===== src/rtl/ogic_ram.sv =====
// Generic single-clock RAM, one write port and one registered read port.
// A read of the address being written returns the new data. No dependencies.
`default_nettype none
module ogic_ram #(
  parameter int WIDTH = 8,
  parameter int DEPTH = 16
) (
  input  wire logic                     clk,
  input  wire logic                     we,
  input  wire logic [$clog2(DEPTH)-1:0] waddr,
  input  wire logic [WIDTH-1:0]         wdata,
  input  wire logic [$clog2(DEPTH)-1:0] raddr,
  output logic      [WIDTH-1:0]         rdata
);
  logic [WIDTH-1:0] mem [DEPTH];
  logic [WIDTH-1:0] rdata_r;

  always_ff @(posedge clk) begin
    if (we) begin
      mem[waddr] <= wdata;
    end
    if (we && (waddr == raddr)) begin
      rdata_r <= wdata;
    end else begin
      rdata_r <= mem[raddr];
    end
  end

  assign rdata = rdata_r;
endmodule
`default_nettype wire


===== config.mk =====
export PLATFORM = sky130hd
export DESIGN_NAME = ogic_ram
export DESIGN_NICKNAME = d
export VERILOG_FILES = /design/src/rtl/ogic_ram.sv
export SDC_FILE = /design/constraint.sdc
export NUM_CORES = 1
export LEC_CHECK = 0
export ABC_AREA = 0
export BUFFER_PORTS_ARGS = -buffer_cell sky130_fd_sc_hd__buf_2
export CORE_AREA = 3 3 117 119
export CTS_BUF_LIST = sky130_fd_sc_hd__clkbuf_4 sky130_fd_sc_hd__clkbuf_8
export DETAILED_ROUTE_END_ITERATION = 10
export DIE_AREA = 0 0 120 122
export PLACE_DENSITY_LB_ADDON = 0.25
export SLEW_MARGIN = 20
export SYNTH_ARGS = -nofsm -noshare
export SYNTH_HDL_FRONTEND = slang
export SYNTH_SLANG_ARGS = --single-unit

===== constraint.sdc =====
create_clock -name clk -period 6.2 [get_ports clk]
set_clock_uncertainty 0.1 [all_clocks]
set_input_delay 1.86 -clock clk [delete_from_list [all_inputs] [get_ports clk]]
set_output_delay 1.86 -clock clk [all_outputs]
set_load 0.03 [all_outputs]

==> results.toml, run 1 <==
[synthesis]
ys_seq_area_share_pct = 77.4
avgSynthCellArea_um2 = 22.5
synth-xor-area-share_pct = 0
synth-compound-area-share_pct = 2.37
async_flop_share_pct = 0
postSynthCellCount = 225
ys_ff_latch = 132
yosys_most_used_dff = "edfxtp_1"
yosys.area.top_type = "edfxtp_1"
yosysMostFrequentCell = "edfxtp_1"
synth_area_leaders = "edfxtp_1, mux4_2, mux4_1, a22oi_1, dfxtp_1"
synth.top_cell.area_share_pct = 75.9
synth_top_family_by_area = "multiplexers"
yosys-top-cells-count = "edfxtp_1, mux4_2, a22oi_1, mux4_1, nor2_1"
synth-edff-count = 128
synth-warning-count = 0
synthAdderAreaFrac_pct = 0
synthMuxAreaShare_pct = 15.3
syn-num-nets = 243
ys_types = 19
synthSimpleGateAreaFrac_pct = 3.23
netlist_area_um2 = 5070

[power_and_ir_drop]
switchingPower_w = 0.000363
p_comb_share_pct = 5.5
peakVddDrop_mv = 0.125
p_clk_share_pct = 36.3
p_int_w = 0.00137
pwr_density_cell_nw_per_um2 = 304
pwr-share-seq_pct = 58.2
switching_share_pct = 21.0
p_leak_nw = 1.87

[grt]
grt-ovfl-total = 0
grtUsageTotal_pct = 14.7
grt_max_degree = 23
met2_usage_pct = 22.9
grt_most_used_layer = "met2"
grt_pass1_wl_mm = 15.1
first_global_vias = 2413
gr-usage-met1_pct = 20.2
antenna_found_initial = 0
met3_usage_pct = 4.55

[timing]
worst_slew_pin_slew_ns = 0.948
rsz0062_at_grt = "no"
setup_violations = 0
timing.fmax_mhz = 211
fin_ws_ns = 1.47
min_period_ns = 4.73
hold_viol = 0
tns_ns = 0
finalCritPeriodShare_pct = 76.3
slew_viol_final = 0
max_slew_margin_pct = 36.6

[job]
max_cap_violations = 0

[placement]
hpwlAfterDp_mm = 6.15
port_buffers = 25
place_congestion = 0.730
dp_cells = 416
place_area_um2 = 5360
dp_slack_ns = 1.86

[cells_and_area]
largest_reg_flops = 128
regMostFlops = "mem"
drive_above_1_share_pct = 29.1
fin_nets = 281
fin_cells = 447
final_util_pct = 45.0
diodes = 0
largestRegisters = "mem x128"
area_growth_pct = 12.6
final_area_um2 = 5700

[critical_path]
required_ns = 4.24
end_kind = "output pin"
worst_setup_path_start_kind = "register"
worstPathMaxFanout = 22
cp.arrival_ns = 2.77
crit_type = "reg2out"

[drt]
wl_per_cell_um = 22.1
drtIter0Drc = 223
drc_errors = 0
routed-via-count = 2317
final_antenna_net_count = 0
drtPass1Iterations = 4
routed_wl_mm = 9.89
viasPerCell = 5.18

[floorplanning]
die_x_um = 120
fp.dieArea_um2 = 14600
io_pins = 26
fp-row-count = 41
start_util_pct = 40.0
die_h_um = 122
core_area_um2 = 12700

[clock_network]
clkTransAtPathRegs_ns = 0.07
hold_buffers = 0
cts_buffers = 17
cts_max_level = 4
cts_resized = 0
cts.sinks = 132
cts_setup_buffers = 0
cts-root-buf = "clkbuf_8"
cts_tree = "built"
cts_max_path_buffers = 2

[run_status]
status = "finished, final reports clean"

[worst_hold_path]
min_path_type = "in2reg"
cells in the final DEF (no fill, tap or decap), types with 3 or more instances in the layout:
master / instances
edfxtp_1: 128
buf_2: 25
mux4_2: 18
clkbuf_8: 17
a22oi_1: 16
mux4_1: 14
nor2_1: 13
nand2_1: 9
clkbuf_4: 6
clkinv_2: 4
buf_4: 4
clkinv_1: 3
cell type report:
| cell class | count | area [um^2] |
|---|---|---|
| Clock inverter | 8 | 61.3 |
| Clock buffer | 23 | 279 |
| Multi-Input combinational cell | 83 | 1070 |
| Sequential cell | 132 | 3930 |
| Tap cell | 172 | 215 |
| Fill cell | 1118 | 6970 |
| Timing Repair Buffer | 29 | 155 |
worst max-delay path: stages, from the launching register on:
cell,delay [ns]
dfxtp_2,0.84
buf_4,0.37
mux4_1,0.60
a22oi_1,0.23
nand2_1,0.11
buf_2,0.19
through the flow:
stage / power (W) / hold slack [ns]
2_1_floorplan: 0.00108 / 1.79
3_3_place_gp: 0.00112 / 1.86
3_5_place_dp: 0.00112 / 1.86
4_1_cts: 0.00175 / 1.43
5_1_grt: 0.00180 / 1.41
6_report: 0.00173 / 1.45
per-layer routing:
metal / wire, um / share of wire (%)
met5: 0 / 0
met4: 70 / 0.71
met3: 358 / 3.6
met2: 4770 / 48
met1: 4680 / 47
path summary, 6_finish.rpt:
check             startpoint  endpoint  cells after the start
hold / removal      raddr[1]  register                      1
setup / recovery    register  rdata[2]                      5
power groups by stage:
stage	registers [W]	logic [W]	clock network, W
after CTS	0.00101	0.0000966	0.000641
final	0.00101	0.0000949	0.000629
after detailed placement	0.00103	0.0000965	0
after global placement	0.00103	0.0000948	0
after floorplan	0.00102	0.0000654	0
after global routing	0.00101	0.000103	0.000691
kinds of logic (layout without fill, tap and decap cells):
kind of cell / count (synthesis) / in the layout
simple gates: 35 / 35
flops: 132 / 132
mux: 32 / 32
compound gates: 16 / 16
buf+inv: 10 / 60
(Power assumes the default switching activity.)
==> run 2: changes to the inputs <==
Settings changed: ABC_AREA 0 to 1, CORE_AREA 3 3 117 119 to 3 3 124 126, DIE_AREA 0 0 120 122 to 0 0 127 129.
Clock period 6.2 ns to 4.1 ns, I/O delays scaled along.
==> run 2 against run 1 <==
Count of clock-buffer cells in the layout stayed put. Routed wire length rose by 36%. Power grew 56%. Die area is 12% higher. Worst setup slack got worse by 0.91 ns. Cell count rose by 72%. Sequential share of layout area decreased by 6.3 points. Critical path type unchanged. Sequential cell count did not move. Clock power up 56%.
==> results.toml, run 2 <==
[run_status]
status = "finished, final reports clean"

[synthesis]
synth_area_leaders = "edfxtp_1, nand2_1, nand3_1, inv_1, dfxtp_1"
ys_seq_area_share_pct = 69.0
synth-edff-count = 128
yosys.area.top_type = "edfxtp_1"
synthAdderAreaFrac_pct = 0
netlist_area_um2 = 5690
postSynthCellCount = 547
synth-warning-count = 0
yosysMostFrequentCell = "nand2_1"
syn-num-nets = 565
ys_ff_latch = 132
ys_types = 12
synth-xor-area-share_pct = 0
synth-compound-area-share_pct = 0
synthMuxAreaShare_pct = 0
yosys-top-cells-count = "nand2_1, edfxtp_1, inv_1, nand3_1, nor2_1"
avgSynthCellArea_um2 = 10.4
synth.top_cell.area_share_pct = 67.6
yosys_most_used_dff = "edfxtp_1"
synthSimpleGateAreaFrac_pct = 21.3
synth_top_family_by_area = "simple AND/OR/NAND/NOR gates"
async_flop_share_pct = 0

[power_and_ir_drop]
finalPower_w = 0.00270
p_clk_share_pct = 36.4
peakVddDrop_mv = 0.198
p_int_w = 0.00208
p_leak_nw = 2.70
switchingPower_w = 0.000626
switching_share_pct = 23.2
pwr-share-seq_pct = 56.0
pwr_density_cell_nw_per_um2 = 431
p_comb_share_pct = 7.6

[timing]
timing.fmax_mhz = 282
slew_viol_final = 0
min_period_ns = 3.54
worst_slew_pin_slew_ns = 0.965
finalCritPeriodShare_pct = 86.4
max_slew_margin_pct = 35.4
tns_ns = 0
hold_viol = 0
rsz0062_at_grt = "no"
setup_violations = 0

[drt]
routed_wl_mm = 13.5
drc_errors = 0
final_antenna_net_count = 0
wl_per_cell_um = 17.5
viasPerCell = 4.90
drtPass1Iterations = 5
drtIter0Drc = 388
routed-via-count = 3766

[cells_and_area]
multi_input_area_um2 = 1210
regArea_um2 = 3930
largest_reg_flops = 128
fillers = 1416
largestRegisters = "mem x128"
drive_above_1_share_pct = 10.8
regMostFlops = "mem"
final_area_um2 = 6280
area_growth_pct = 10.4
layout_common_cells = "nand2_1, edfxtp_1, inv_1"
diodes = 0
fin_nets = 590
final_common_cell = "nand2_1"

[critical_path]
required_ns = 2.77
crit_chain = "buf_4 > nand2_1 > nand2_1 > nand2_1 > nand3_1 > nand3_1 > nand2_1 > buf_2"
crit_type = "reg2out"
slowest_delay_ns = 0.56
cp.arrival_ns = 2.21
crit_family = "buffers and inverters"
crit_top_cell = "nand2_1"
worst_setup_path_start_kind = "register"
critPathBufInv = 2
end_kind = "output pin"
cpMaxStageDelayCell = "buf_4"
worstPathMaxFanout = 64

[placement]
hpwlAfterDp_mm = 8.30
place_congestion = 0.852
port_buffers = 25
place_area_um2 = 5930

[clock_network]
clkTransAtPathRegs_ns = 0.07
cts_max_level = 4
cts_buffers = 17
hold_buffers = 0
cts_max_path_buffers = 2
cts-root-buf = "clkbuf_8"
cts_resized = 0
cts.sinks = 132
cts_setup_buffers = 0
cts_tree = "built"

[job]
max_cap_violations = 0

[grt]
grt_pass1_wl_mm = 20.9
first_global_vias = 3576
grt-ovfl-total = 0
grt_max_degree = 65
antenna_found_initial = 0
grtUsageTotal_pct = 17.3

[floorplanning]
die_x_um = 127
start_util_pct = 39.4
io_pins = 26
fp-row-count = 44
fp.dieArea_um2 = 16400
core_area_um2 = 14400
die_h_um = 129

[worst_hold_path]
hold_start = "raddr[2]"
min_path_cells = 1
min_path_type = "in2reg"
## run 2: cell count changes after synthesis, sizes merged, moves of 4 or more
cell,delta
a22oi,-16
buf,+17
inv,+102
mux4,-32
nand2,+164
nand3,+96
nor2,+4
nor3,-4
## run 2: worst max path at each step
stage	cells after the start	end	startpoint	slack (ns)
global placement	8	rdata[6]	register	1.02
detailed placement	8	rdata[1]	register	1.02
global route	8	rdata[1]	register	0.36
floorplan	7	rdata[5]	register	1.68
CTS	8	rdata[1]	register	0.53
finish	8	rdata[1]	register	0.56
## run 2: cell families after synthesis
logic type | Yosys count
and+or+nand+nor | 289
DFF | 132
buffers and inverters | 126
## run 2: area by class of cell
class | count | area share, %
inverter | 102 | 6.10
tap | 184 | 3.67
timing repair buffer | 30 | 2.79
sequential | 132 | 62.5
clock buffer | 23 | 4.55
clock inverter | 8 | 1.02
multi-input combinational | 289 | 19.3
## run 2: routing by layer
layer | part of all wire [%] | vias up | global-route usage [%]
met2 | 48 | 138 | 26.7
met1 | 44 | 1798 | 23.5
met5 | 0 | - | 0
met4 | 2.8 | 0 | 8.64
li1 | - | 1805 | -
met3 | 5.8 | 25 | 3.49
## run 2: power groups by stage
stage	sequential, W	combinational (W)	clock, W
after floorplan	0.00154	0.000129	0
after global placement	0.00154	0.000205	0
after detailed placement	0.00154	0.000206	0
after CTS	0.00151	0.000206	0.00101
after global routing	0.00152	0.000226	0.00106
final	0.00151	0.000204	0.000984
## run 2: per-stage QoR
| step | worst slack (ns) | std cells | hold WS, ns | utilization (%) |
|---|---|---|---|---|
| final | 0.558 | 768 | 0.792 | 43.5 |
| after floorplan | 1.68 | 547 | 1.16 | - |
| after global routing | 0.359 | 768 | 0.766 | 43.5 |
| after detailed placement | 1.02 | 737 | 1.23 | 41.1 |
| after CTS | 0.527 | 768 | 0.761 | 43.5 |
| after global placement | 1.02 | 737 | 1.23 | 41.1 |
==> run 3: changes to the inputs <==
Settings changed: ABC_AREA 1 to 0, CORE_AREA 3 3 124 126 to 3 3 117 119, DIE_AREA 0 0 127 129 to 0 0 120 122.
==> run 3 against run 2 <==
Cell count is 41% lower. Non-clock buffer count increased by 7. Count of clock-buffer cells in the layout decreased by 5. Sequential cell count did not move. Die area is 11% lower. Routed wire length decreased by 27%.
==> results.toml, run 3 (same netlist as run 1, synthesis figures left out) <==
[run_status]
status = "finished, final reports clean"

[timing]
hold_viol = 0
worst_slew_pin_slew_ns = 1.05
slew_viol_final = 0
max_slew_margin_pct = 29.9
setup_violations = 0
rsz0062_at_grt = "no"
timing.fmax_mhz = 283
tns_ns = 0
hold_ws_ns = 0.799
min_period_ns = 3.53
finalCritPeriodShare_pct = 86.2

[floorplanning]
die_x_um = 120
die_h_um = 122
io_pins = 26
core_area_um2 = 12700
fp.dieArea_um2 = 14600
start_util_pct = 40.0
fp-row-count = 41

[grt]
grt-ovfl-total = 0
first_global_vias = 2444
grt_max_degree = 33
antenna_found_initial = 0
grt_pass1_wl_mm = 15.2
grtUsageTotal_pct = 14.8

[drt]
drc_errors = 0
drtIter0Drc = 276
routed_wl_mm = 9.82
final_antenna_net_count = 0
wl_per_cell_um = 21.6
routed-via-count = 2370
drtPass1Iterations = 4
viasPerCell = 5.21

[worst_hold_path]
min_path_type = "in2reg"

[clock_network]
cts_tree = "built"
clkTransAtPathRegs_ns = 0.07
cts_max_level = 4
hold_buffers = 0
cts_setup_buffers = 0
cts_resized = 0
cts_buffers = 17
cts_max_path_buffers = 2
cts.sinks = 132
cts-root-buf = "clkbuf_8"

[cells_and_area]
diodes = 0
layout_common_cells = "edfxtp_1, buf_2, mux4_2"
largestRegisters = "mem x128"
regMostFlops = "mem"
drive_above_1_share_pct = 30.0
area_growth_pct = 15.3
largest_reg_flops = 128
fin_nets = 289
final_common_cell = "edfxtp_1"
final_area_um2 = 5840

[critical_path]
critPathBufInv = 2
cp.arrival_ns = 2.20
required_ns = 2.77
slowest_delay_ns = 0.59
worst_setup_path_start_kind = "register"
crit_family = "multiplexers"
end_kind = "output pin"
crit_type = "reg2out"
crit_chain = "buf_4 > mux4_1 > a22oi_1 > nand2_1 > buf_2"
worstPathMaxFanout = 15
cpMaxStageDelayCell = "mux4_1"

[placement]
place_congestion = 0.738
port_buffers = 25
place_area_um2 = 5410
hpwlAfterDp_mm = 6.23

[power_and_ir_drop]
peakVddDrop_mv = 0.188
pwr_density_cell_nw_per_um2 = 487
p_leak_nw = 1.94

[job]
max_cap_violations = 0
-- run 3: cell count changes in the layout (fill, tap and decap cells not counted), sizes merged, moves of 2 or more --
| cell | previous run | this run |
|---|---|---|
| nand2 | 173 | 9 |
| inv | 102 | 0 |
| nand3 | 97 | 1 |
| mux4 | 0 | 32 |
| a22oi | 0 | 16 |
| buf | 30 | 37 |
| clkbuf | 23 | 18 |
| bufinv | 1 | 5 |
| nor2 | 17 | 13 |
| nor3 | 0 | 4 |
| nand2b | 0 | 2 |
-- run 3: metrics by stage --
stage          instances  total power (W)  util (%)  setup slack [ns]
6_report             455          0.00285      46.1             0.566
5_1_grt              455          0.00296      46.1             0.390
4_1_cts              455          0.00288      46.1             0.499
3_5_place_dp         424          0.00170      42.7             0.989
3_3_place_gp         424          0.00170      42.7             0.995
2_1_floorplan        225          0.00164         -              1.27
-- run 3: path summary, 6_finish.rpt --
check                 from       end  slack [ns]  cells past startpoint
setup / recovery  register  rdata[1]        0.57                      5
hold / removal    raddr[1]  register        0.80                      1
-- run 3: area by class of cell --
class	count	area [um^2]
clock buffer	18	241
clock inverter	13	189
fill	1082	6830
multi-input combinational	83	1060
sequential	132	3930
tap	172	215
timing repair buffer	37	215
-- run 3: report_power, final --
part / internal, W / total [W] / switching [W]
Clock: 0.000716 / 0.00118 / 0.000462
Sequential: 0.00151 / 0.00151 / 0.00000637
Combinational: 0.0000586 / 0.000155 / 0.0000968
Total: 0.00228 / 0.00285 / 0.000565
-- run 3: layer usage --
layer,wire length [um],GRT usage [%],share of wire (%)
met4,144,5.80,1.5
met1,4420,19.6,45
met2,4820,22.6,49
met5,0,0,0
met3,442,5.11,4.5
