File: config.mk
export PLATFORM = sky130hd
export DESIGN_NAME = ogic_engine_flat
export DESIGN_NICKNAME = d
export VERILOG_FILES = /design/src/rtl/ogic_pkg.sv /design/src/rtl/ogic_if.sv /design/src/rtl/ogic_engine.sv /design/src/flat_wrapper.sv
export SDC_FILE = /design/constraint.sdc
export NUM_CORES = 1
export LEC_CHECK = 0
export BUFFER_PORTS_ARGS = -buffer_cell sky130_fd_sc_hd__buf_2
export CAP_MARGIN = 30
export CORE_UTILIZATION = 55
export DETAILED_ROUTE_END_ITERATION = 6
export PLACE_DENSITY = 0.75
export SYNTH_ARGS = -nofsm -noshare
export SYNTH_HDL_FRONTEND = slang
export SYNTH_SLANG_ARGS = --single-unit
File: constraint.sdc
create_clock -name clk -period 3.83 [get_ports clk]
set_input_delay 0.1915 -clock clk [delete_from_list [all_inputs] [get_ports clk]]
set_output_delay 0.1915 -clock clk [all_outputs]
set_load 0.03 [all_outputs]
File: src/rtl/ogic_pkg.sv
// Package for the online grid island counter.
// Holds field widths, register indexes, neighbour codes and the geometry struct.
// No dependencies.
`default_nettype none
package ogic_pkg;

  localparam int MAX_ROWS_DEF = 64;
  localparam int MAX_COLS_DEF = 64;

  localparam int ROW_W   = 6;
  localparam int COL_W   = 6;
  localparam int GEOM_W  = 7;
  localparam int COUNT_W = 13;
  localparam int CFG_IDX_W = 2;

  localparam logic [CFG_IDX_W-1:0] REG_GRID_ROWS = 2'd0;
  localparam logic [CFG_IDX_W-1:0] REG_GRID_COLS = 2'd1;

  localparam logic [1:0] DIR_UP    = 2'd0;
  localparam logic [1:0] DIR_RIGHT = 2'd1;
  localparam logic [1:0] DIR_DOWN  = 2'd2;
  localparam logic [1:0] DIR_LEFT  = 2'd3;

  // Effective grid size, already limited to the maximum grid.
  typedef struct packed {
    logic [GEOM_W-1:0] rows;
    logic [GEOM_W-1:0] cols;
  } ogic_geom_t;

endpackage
`default_nettype wire

File: src/rtl/ogic_if.sv
// Channel interfaces of the online grid island counter.
// Depends on ogic_pkg for the field widths.
`default_nettype none
interface ogic_in_if;
  import ogic_pkg::*;
  logic             valid;
  logic             ready;
  logic [ROW_W-1:0] cell_row;
  logic [COL_W-1:0] cell_col;
  modport source (output valid, cell_row, cell_col, input ready);
  modport sink (input valid, cell_row, cell_col, output ready);
endinterface

interface ogic_out_if;
  import ogic_pkg::*;
  logic               valid;
  logic               ready;
  logic [COUNT_W-1:0] island_count;
  logic               bad_cell;
  modport source (output valid, island_count, bad_cell, input ready);
  modport sink (input valid, island_count, bad_cell, output ready);
endinterface

`default_nettype wire

File: src/rtl/ogic_engine.sv
// Sequencer of the island counter: clearing pass, land marking, neighbour
// finds with path compression, union by size and the result register.
// Depends on ogic_pkg, ogic_if and a RAM holding {land, parent, size} per cell.
`default_nettype none
module ogic_engine #(
  parameter int NCELLS = 4096,
  parameter int IW     = 12,
  parameter int SW     = 13
) (
  input  wire logic                  clk,
  input  wire logic                  rst_n,
  input  wire ogic_pkg::ogic_geom_t  geom,
  ogic_in_if.sink                    in_ch,
  ogic_out_if.source                 out_ch,
  output logic                       ram_we,
  output logic [IW-1:0]              ram_waddr,
  output logic [IW+SW:0]             ram_wdata,
  output logic [IW-1:0]              ram_raddr,
  input  wire logic [IW+SW:0]        ram_rdata
);
  import ogic_pkg::*;

  localparam int W    = IW + SW + 1;
  localparam int EW   = IW + 8;
  localparam int PAR_LO = SW;

  typedef enum logic [3:0] {
    S_CLEAR, S_IDLE, S_MRD, S_MCHK, S_NB, S_NCHK, S_FW, S_PC, S_FEND,
    S_UNION, S_UN2, S_DONE
  } state_t;

  state_t           state_r;
  logic [IW-1:0]    clr_r;
  logic [ROW_W-1:0] row_r;
  logic [COL_W-1:0] col_r;
  logic [IW-1:0]    me_r;
  logic [IW-1:0]    adj_r;
  logic [1:0]       k_r;
  logic [IW-1:0]    cur_r;
  logic [IW-1:0]    start_r;
  logic [IW-1:0]    node_r;
  logic [IW-1:0]    root_r;
  logic             phase_r;
  logic [IW-1:0]    ru_r;
  logic [IW-1:0]    rv_r;
  logic [W-1:0]     uw_r;
  logic [W-1:0]     vw_r;
  logic [IW-1:0]    win_r;
  logic [W-1:0]     winw_r;
  logic [SW-1:0]    islands_r;
  logic             bad_r;
  logic             out_valid_r;
  logic [COUNT_W-1:0] out_count_r;
  logic             out_bad_r;

  logic             rd_land;
  logic [IW-1:0]    rd_par;
  logic [SW-1:0]    rd_size;
  logic             nb_ok;
  logic [IW-1:0]    nb_adj;
  logic [EW-1:0]    me_e;
  logic [EW-1:0]    cols_e;
  logic [IW-1:0]    in_idx;
  logic             in_bad;
  logic             accept;
  logic             u_small;
  logic             load_out;

  assign rd_land = ram_rdata[W-1];
  assign rd_par  = ram_rdata[PAR_LO +: IW];
  assign rd_size = ram_rdata[SW-1:0];

  assign me_e   = EW'(me_r);
  assign cols_e = EW'(geom.cols);
  assign in_idx = IW'(EW'(in_ch.cell_row) * cols_e + EW'(in_ch.cell_col));
  assign in_bad = (GEOM_W'(in_ch.cell_row) >= geom.rows) ||
                  (GEOM_W'(in_ch.cell_col) >= geom.cols);

  assign in_ch.ready = (state_r == S_IDLE);
  assign accept      = in_ch.valid && in_ch.ready;
  assign u_small     = uw_r[SW-1:0] < vw_r[SW-1:0];
  assign load_out    = (state_r == S_DONE) && (!out_valid_r || out_ch.ready);

  assign out_ch.valid        = out_valid_r;
  assign out_ch.island_count = out_count_r;
  assign out_ch.bad_cell     = out_bad_r;

  always_comb begin
    nb_ok  = 1'b0;
    nb_adj = me_r;
    unique case (k_r)
      DIR_UP: begin
        nb_ok  = (row_r != '0);
        nb_adj = IW'(me_e - cols_e);
      end
      DIR_RIGHT: begin
        nb_ok  = (GEOM_W'(col_r) + GEOM_W'(1)) < geom.cols;
        nb_adj = IW'(me_e + EW'(1));
      end
      DIR_DOWN: begin
        nb_ok  = (GEOM_W'(row_r) + GEOM_W'(1)) < geom.rows;
        nb_adj = IW'(me_e + cols_e);
      end
      DIR_LEFT: begin
        nb_ok  = (col_r != '0);
        nb_adj = IW'(me_e - EW'(1));
      end
      default: ;
    endcase
  end

  // Memory port control; each state issues the read whose data the next state uses.
  always_comb begin
    ram_we    = 1'b0;
    ram_waddr = me_r;
    ram_wdata = ram_rdata;
    ram_raddr = me_r;
    unique case (state_r)
      S_CLEAR: begin
        ram_we    = 1'b1;
        ram_waddr = clr_r;
        ram_wdata = {1'b0, clr_r, SW'(1)};
      end
      S_MCHK: begin
        ram_we    = !rd_land;
        ram_wdata = {1'b1, ram_rdata[W-2:0]};
      end
      S_NB:   ram_raddr = nb_adj;
      S_FW:   ram_raddr = (rd_par == cur_r) ? start_r : rd_par;
      S_PC: begin
        ram_we    = 1'b1;
        ram_waddr = node_r;
        ram_wdata = {rd_land, root_r, rd_size};
        ram_raddr = rd_par;
      end
      S_FEND: ram_raddr = adj_r;
      S_UNION: begin
        ram_we = (ru_r != rv_r);
        if (u_small) begin
          ram_waddr = ru_r;
          ram_wdata = {uw_r[W-1], rv_r, uw_r[SW-1:0]};
        end else begin
          ram_waddr = rv_r;
          ram_wdata = {vw_r[W-1], ru_r, vw_r[SW-1:0]};
        end
      end
      S_UN2: begin
        ram_we    = 1'b1;
        ram_waddr = win_r;
        ram_wdata = winw_r;
      end
      default: ;
    endcase
  end

  always_ff @(posedge clk) begin
    if (!rst_n) begin
      state_r     <= S_CLEAR;
      clr_r       <= '0;
      islands_r   <= '0;
      out_valid_r <= 1'b0;
      k_r         <= DIR_UP;
      phase_r     <= 1'b0;
    end else begin
      if (load_out) begin
        out_valid_r <= 1'b1;
      end else if (out_valid_r && out_ch.ready) begin
        out_valid_r <= 1'b0;
      end
      unique case (state_r)
        S_CLEAR: begin
          clr_r <= clr_r + IW'(1);
          if (clr_r == IW'(NCELLS - 1)) begin
            state_r <= S_IDLE;
          end
        end
        S_IDLE: begin
          if (accept) begin
            row_r   <= in_ch.cell_row;
            col_r   <= in_ch.cell_col;
            me_r    <= in_idx;
            bad_r   <= in_bad;
            state_r <= in_bad ? S_DONE : S_MRD;
          end
        end
        S_MRD: state_r <= S_MCHK;
        S_MCHK: begin
          if (rd_land) begin
            state_r <= S_DONE;
          end else begin
            islands_r <= islands_r + SW'(1);
            k_r       <= DIR_UP;
            state_r   <= S_NB;
          end
        end
        S_NB: begin
          if (nb_ok) begin
            adj_r   <= nb_adj;
            state_r <= S_NCHK;
          end else if (k_r == DIR_LEFT) begin
            state_r <= S_DONE;
          end else begin
            k_r <= k_r + 2'd1;
          end
        end
        S_NCHK: begin
          if (rd_land) begin
            cur_r   <= me_r;
            start_r <= me_r;
            phase_r <= 1'b0;
            state_r <= S_FW;
          end else if (k_r == DIR_LEFT) begin
            state_r <= S_DONE;
          end else begin
            k_r     <= k_r + 2'd1;
            state_r <= S_NB;
          end
        end
        S_FW: begin
          if (rd_par == cur_r) begin
            root_r <= cur_r;
            node_r <= start_r;
            if (phase_r) begin
              rv_r <= cur_r;
              vw_r <= ram_rdata;
            end else begin
              ru_r <= cur_r;
              uw_r <= ram_rdata;
            end
            state_r <= (start_r == cur_r) ? S_FEND : S_PC;
          end else begin
            cur_r <= rd_par;
          end
        end
        S_PC: begin
          if (rd_par == root_r) begin
            state_r <= S_FEND;
          end else begin
            node_r <= rd_par;
          end
        end
        S_FEND: begin
          if (!phase_r) begin
            phase_r <= 1'b1;
            cur_r   <= adj_r;
            start_r <= adj_r;
            state_r <= S_FW;
          end else begin
            state_r <= S_UNION;
          end
        end
        S_UNION: begin
          if (ru_r == rv_r) begin
            if (k_r == DIR_LEFT) begin
              state_r <= S_DONE;
            end else begin
              k_r     <= k_r + 2'd1;
              state_r <= S_NB;
            end
          end else begin
            if (u_small) begin
              win_r  <= rv_r;
              winw_r <= {vw_r[W-1:SW], vw_r[SW-1:0] + uw_r[SW-1:0]};
            end else begin
              win_r  <= ru_r;
              winw_r <= {uw_r[W-1:SW], uw_r[SW-1:0] + vw_r[SW-1:0]};
            end
            if (islands_r != '0) begin
              islands_r <= islands_r - SW'(1);
            end
            state_r <= S_UN2;
          end
        end
        S_UN2: begin
          if (k_r == DIR_LEFT) begin
            state_r <= S_DONE;
          end else begin
            k_r     <= k_r + 2'd1;
            state_r <= S_NB;
          end
        end
        S_DONE: begin
          if (load_out) begin
            out_count_r <= COUNT_W'(islands_r);
            out_bad_r   <= bad_r;
            state_r     <= S_IDLE;
          end
        end
        default: state_r <= S_CLEAR;
      endcase
    end
  end

  a_busy_after_accept: assert property (@(posedge clk) disable iff (!rst_n)
    accept |=> (state_r != S_IDLE))
    else $error("engine still idle after taking a cell");

  a_island_step: assert property (@(posedge clk) disable iff (!rst_n)
    $past(rst_n) |-> (islands_r == $past(islands_r) ||
                      islands_r == $past(islands_r) + SW'(1) ||
                      islands_r == $past(islands_r) - SW'(1)))
    else $error("island count moved by more than one");

  a_no_overwrite: assert property (@(posedge clk) disable iff (!rst_n)
    load_out |-> (!out_valid_r || out_ch.ready))
    else $error("result register overwritten before it was taken");

  a_bad_no_write: assert property (@(posedge clk) disable iff (!rst_n)
    (state_r == S_DONE && bad_r) |-> !ram_we)
    else $error("memory written for a cell outside the grid");

endmodule
`default_nettype wire
File: src/flat_wrapper.sv
// flat-port wrapper written by rule: the top's interface ports become plain ports
module ogic_engine_flat import ogic_pkg::*;
#(
  parameter int NCELLS = 4096,
  parameter int IW     = 12,
  parameter int SW     = 13
)
  (clk, rst_n, geom, ram_we, ram_waddr, ram_wdata, ram_raddr, ram_rdata, in_ch_valid, in_ch_cell_row, in_ch_cell_col, in_ch_ready, out_ch_valid, out_ch_island_count, out_ch_bad_cell, out_ch_ready);
  ogic_in_if in_ch_i ();
  ogic_out_if out_ch_i ();
  input  wire logic clk;
  input  wire logic rst_n;
  input  wire ogic_pkg::ogic_geom_t geom;
  output logic ram_we;
  output logic [IW-1:0] ram_waddr;
  output logic [IW+SW:0] ram_wdata;
  output logic [IW-1:0] ram_raddr;
  input  wire logic [IW+SW:0] ram_rdata;
  input wire logic [$bits(in_ch_i.valid)-1:0] in_ch_valid;
  input wire logic [$bits(in_ch_i.cell_row)-1:0] in_ch_cell_row;
  input wire logic [$bits(in_ch_i.cell_col)-1:0] in_ch_cell_col;
  output wire logic [$bits(in_ch_i.ready)-1:0] in_ch_ready;
  output wire logic [$bits(out_ch_i.valid)-1:0] out_ch_valid;
  output wire logic [$bits(out_ch_i.island_count)-1:0] out_ch_island_count;
  output wire logic [$bits(out_ch_i.bad_cell)-1:0] out_ch_bad_cell;
  input wire logic [$bits(out_ch_i.ready)-1:0] out_ch_ready;
  assign in_ch_i.valid = in_ch_valid;
  assign in_ch_i.cell_row = in_ch_cell_row;
  assign in_ch_i.cell_col = in_ch_cell_col;
  assign in_ch_ready = in_ch_i.ready;
  assign out_ch_valid = out_ch_i.valid;
  assign out_ch_island_count = out_ch_i.island_count;
  assign out_ch_bad_cell = out_ch_i.bad_cell;
  assign out_ch_i.ready = out_ch_ready;
  ogic_engine #(.NCELLS(NCELLS), .IW(IW), .SW(SW)) u_core (.clk(clk), .rst_n(rst_n), .geom(geom), .in_ch(in_ch_i), .out_ch(out_ch_i), .ram_we(ram_we), .ram_waddr(ram_waddr), .ram_wdata(ram_wdata), .ram_raddr(ram_raddr), .ram_rdata(ram_rdata));
endmodule
==> metrics.txt <==
Post-Syn Area 0.0156 mm^2; I/O Buffers approximately 120; DRC Markers 0; first-pass GRT wire length between 60,000 and 70,000 um; FILL cells between 2,000 and 2,500; pin count of the biggest net entering global routing 39; Req. time, crit path approximately 3.6 ns; Worst-Margin Slew ~0.75 ns; status complete, but fails checks; leakage power roughly 7.6 nW; gpl congestion roughly 0.93; Antenna Violating Nets Remaining 0; total power slightly above 10 mW; Placed Cells between 2,000 and 2,500; Initial Util between 50% and 60%; P&R area growth vs syn 20.4%; root buf cell clkbuf_16; Via density 6.19; initial antenna violation count 0; RSZ-0062 raised after global routing true; Slew Viols, Final 0; Crit Path Max Fanout 4; syn avg cell area 10.4 um^2; Sink Count 246; worst relative slew slack 49.5%; worst hold path class input port to flop; hpwl dp 30,800 um; Routed WL 44,100 um; Die Wd 171 um; Synth Flop Type edfxtp_1; Remaining Overflow, GRT 0; synth top area cells edfxtp_1 41%, ha_1 8.9%, nand2_1 4.4%; H-Tree Depth 1; final std cells w/o fill between 2,000 and 2,500; share of cells above drive strength 1 between 20% and 30%; CP Launch Type flop; max-cap violation count 0; drt pass-1 iters 6; Distinct cells, synth 77; VDD IR max around 430 uV; Ys Warns 0; Synth top area share 40.9%; layout net count around 1,900; Hold WS about 0.018 ns; CTS Buf Count 28; Worst-path clk slew around 0.060 ns; EDFF count, synth roughly 210; Die Height 171 um; CTS max path bufs 3; CORE AREA ~0.028 mm^2; Final Cycle Share 102%; pwr dens ~550 mW/mm^2; top-count cell post-synth edfxtp_1; CP Capture Type primary output; row cnt 61; Post-synth ARST share 0%; cell accounting for the most synthesized area edfxtp_1; final setup vio count 2; CTS tree yes; Post-synth top cells 213 x edfxtp_1, 182 x nand2_1, 123 x nor2_1; critical path class flop to primary output; syn nets roughly 1,700; Tmin final approximately 4 ns; failing checks negative setup slack; Place WS -0.275 ns; IO Count roughly 120; Ant. Diodes 0; 1st-iter DRT viols 1,515; WL/cell around 21 um; final worst-path setup slack -0.0613 ns; Achievable Freq roughly 0.26 GHz; Clock Latency Late Sink 0.55 ns; routed via count between 10,000 and 15,000; Syn Inst Count between 1,500 and 2,000; die area 0.0291 mm^2; vias in the first global route 12,400; register area share after synthesis 45.1%; CP Data Arrival Time ~3.7 ns; #FFs+latches synth approximately 250; final hold viol count 0; clock skew 0.0133 ns; GRT Total Usage between 20% and 30%
-- per-stage QoR --
stage / area (um^2) / util (%) / TNS [ns]
6_report: 18800 / 67.5 / -0.0726
5_1_grt: 18800 / 67.5 / -0.311
4_1_cts: 18600 / 66.8 / 0
3_5_place_dp: 17100 / 61.4 / -0.791
3_3_place_gp: 17100 / 61.3 / -0.519
2_1_floorplan: 15700 / - / -0.0994
-- metal layers --
metal,vias up,GRT usage [%],part of all wire (%)
li1,5911,-,-
met1,6289,39.9,40
met2,703,48.8,47
met3,152,5.11,8.9
met4,0,10.5,3.8
met5,-,0,0
-- registers in the layout, indices dropped and copies added (netlist names) --
| name | cells |
|---|---|
| u_core.root_r | 12 |
| u_core.k_r | 2 |
| u_core.winw_r | 26 |
| u_core.col_r | 6 |
| u_core.bad_r | 1 |
| u_core.cur_r | 12 |
| u_core.row_r | 6 |
| u_core.phase_r | 1 |
| u_core.state_r | 4 |
| u_core.start_r | 12 |
| u_core.ru_r | 12 |
| u_core.win_r | 12 |
| u_core.vw_r | 26 |
| u_core.node_r | 12 |
| u_core.clr_r | 12 |
| u_core.me_r | 12 |
| u_core.out_ch.valid | 1 |
| u_core.uw_r | 26 |
| u_core.islands_r | 13 |
| u_core.rv_r | 12 |
| u_core.out_ch.bad_cell | 1 |
| u_core.out_ch.island_count | 13 |
| u_core.adj_r | 12 |
-- worst max-delay path, stage by stage (launching register included) --
cell and delay, ns:
dfxtp_2 0.34, buf_6 0.12, ha_4 0.19, nor2_4 0.05
o21ai_2 0.14, ha_2 0.20, inv_2 0.04, fa_2 0.33
a21o_1 0.24, a211oi_2 0.33, o21ai_2 0.12, a31o_2 0.27
a21oi_4 0.14, xnor2_2 0.12, a221oi_2 0.26, nor2_1 0.09
buf_4 0.17
-- layout by cell type, fill, tap and decap left out, types with 10 or more instances in the layout --
cell             n
a21o_1          13
a21oi_1         52
a221o_1         13
a222oi_1        14
a22oi_1         34
a31o_2          12
a31oi_1         35
and2_1          26
buf_2          115
buf_4           99
clkbuf_16       29
dfxtp_1         31
dlygate4sd3_1   22
edfxtp_1       213
fa_1            25
ha_1           101
inv_1           79
mux2_2          16
mux2_4          10
mux2i_1         20
nand2_1        182
nand2b_1        15
nand3_1         42
nand4_1         15
nor2_1         120
nor2b_1         11
nor3_1          26
o21ai_0         42
or3_1           10
xnor2_1         75
xor2_1          30
-- where the power goes --
part | leakage (nW) | internal [mW] | switching, mW
logic | 4.90 | 1.48 | 2.68
clock network | 0.507 | 1.91 | 1.10
registers | 2.19 | 3.08 | 0.107
total | 7.59 | 6.47 | 3.88
-- cell families after synthesis --
logic type,Yosys count,synth area share [%]
buffers and inverters,156,4.00
XOR/XNOR,108,6.05
multiplexers,46,3.39
AND/OR/NAND/NOR,497,14.9
flip-flops,246,45.1
adder cells (fa/ha/maj),137,12.2
AO/OA/AOI/OAI,314,14.3
-- worst paths after layout --
check | startpoint | end | slack (ns) | cells after the start
setup / recovery | u_core.k_r[0] | ram_raddr[10] | -0.06 | 16
hold / removal | in_ch_cell_row[5] | u_core.row_r[5] | 0.02 | 2
setup reg to reg | u_core.state_r[0] | u_core.islands_r[12] | 0.54 | 13
hold reg to reg | u_core.bad_r | u_core.out_ch.bad_cell | 0.42 | 0
-- repair_timing --
| item | in CTS | in global routing |
|---|---|---|
| hold endpoints to repair | 36 | 0 |
| endpoints found under the setup margin | 7 | 15 |
| resized for setup | 38 | 33 |
| buffers inserted | 13 | 5 |
| pin swaps | 18 | 20 |
| hold buffers | 22 | 0 |
-- layout make-up --
class | count | area, um^2 | area share (%)
clock buffers | 37 | 786 | 4.18
repair buffers | 245 | 1660 | 8.81
well taps | 378 | 473 | 2.51
flip-flops and latches | 246 | 7060 | 37.5
multi-input cells | 1102 | 8260 | 43.9
clock inverters | 14 | 253 | 1.34
inverters | 87 | 329 | 1.75
(Power assumes the default switching activity.)
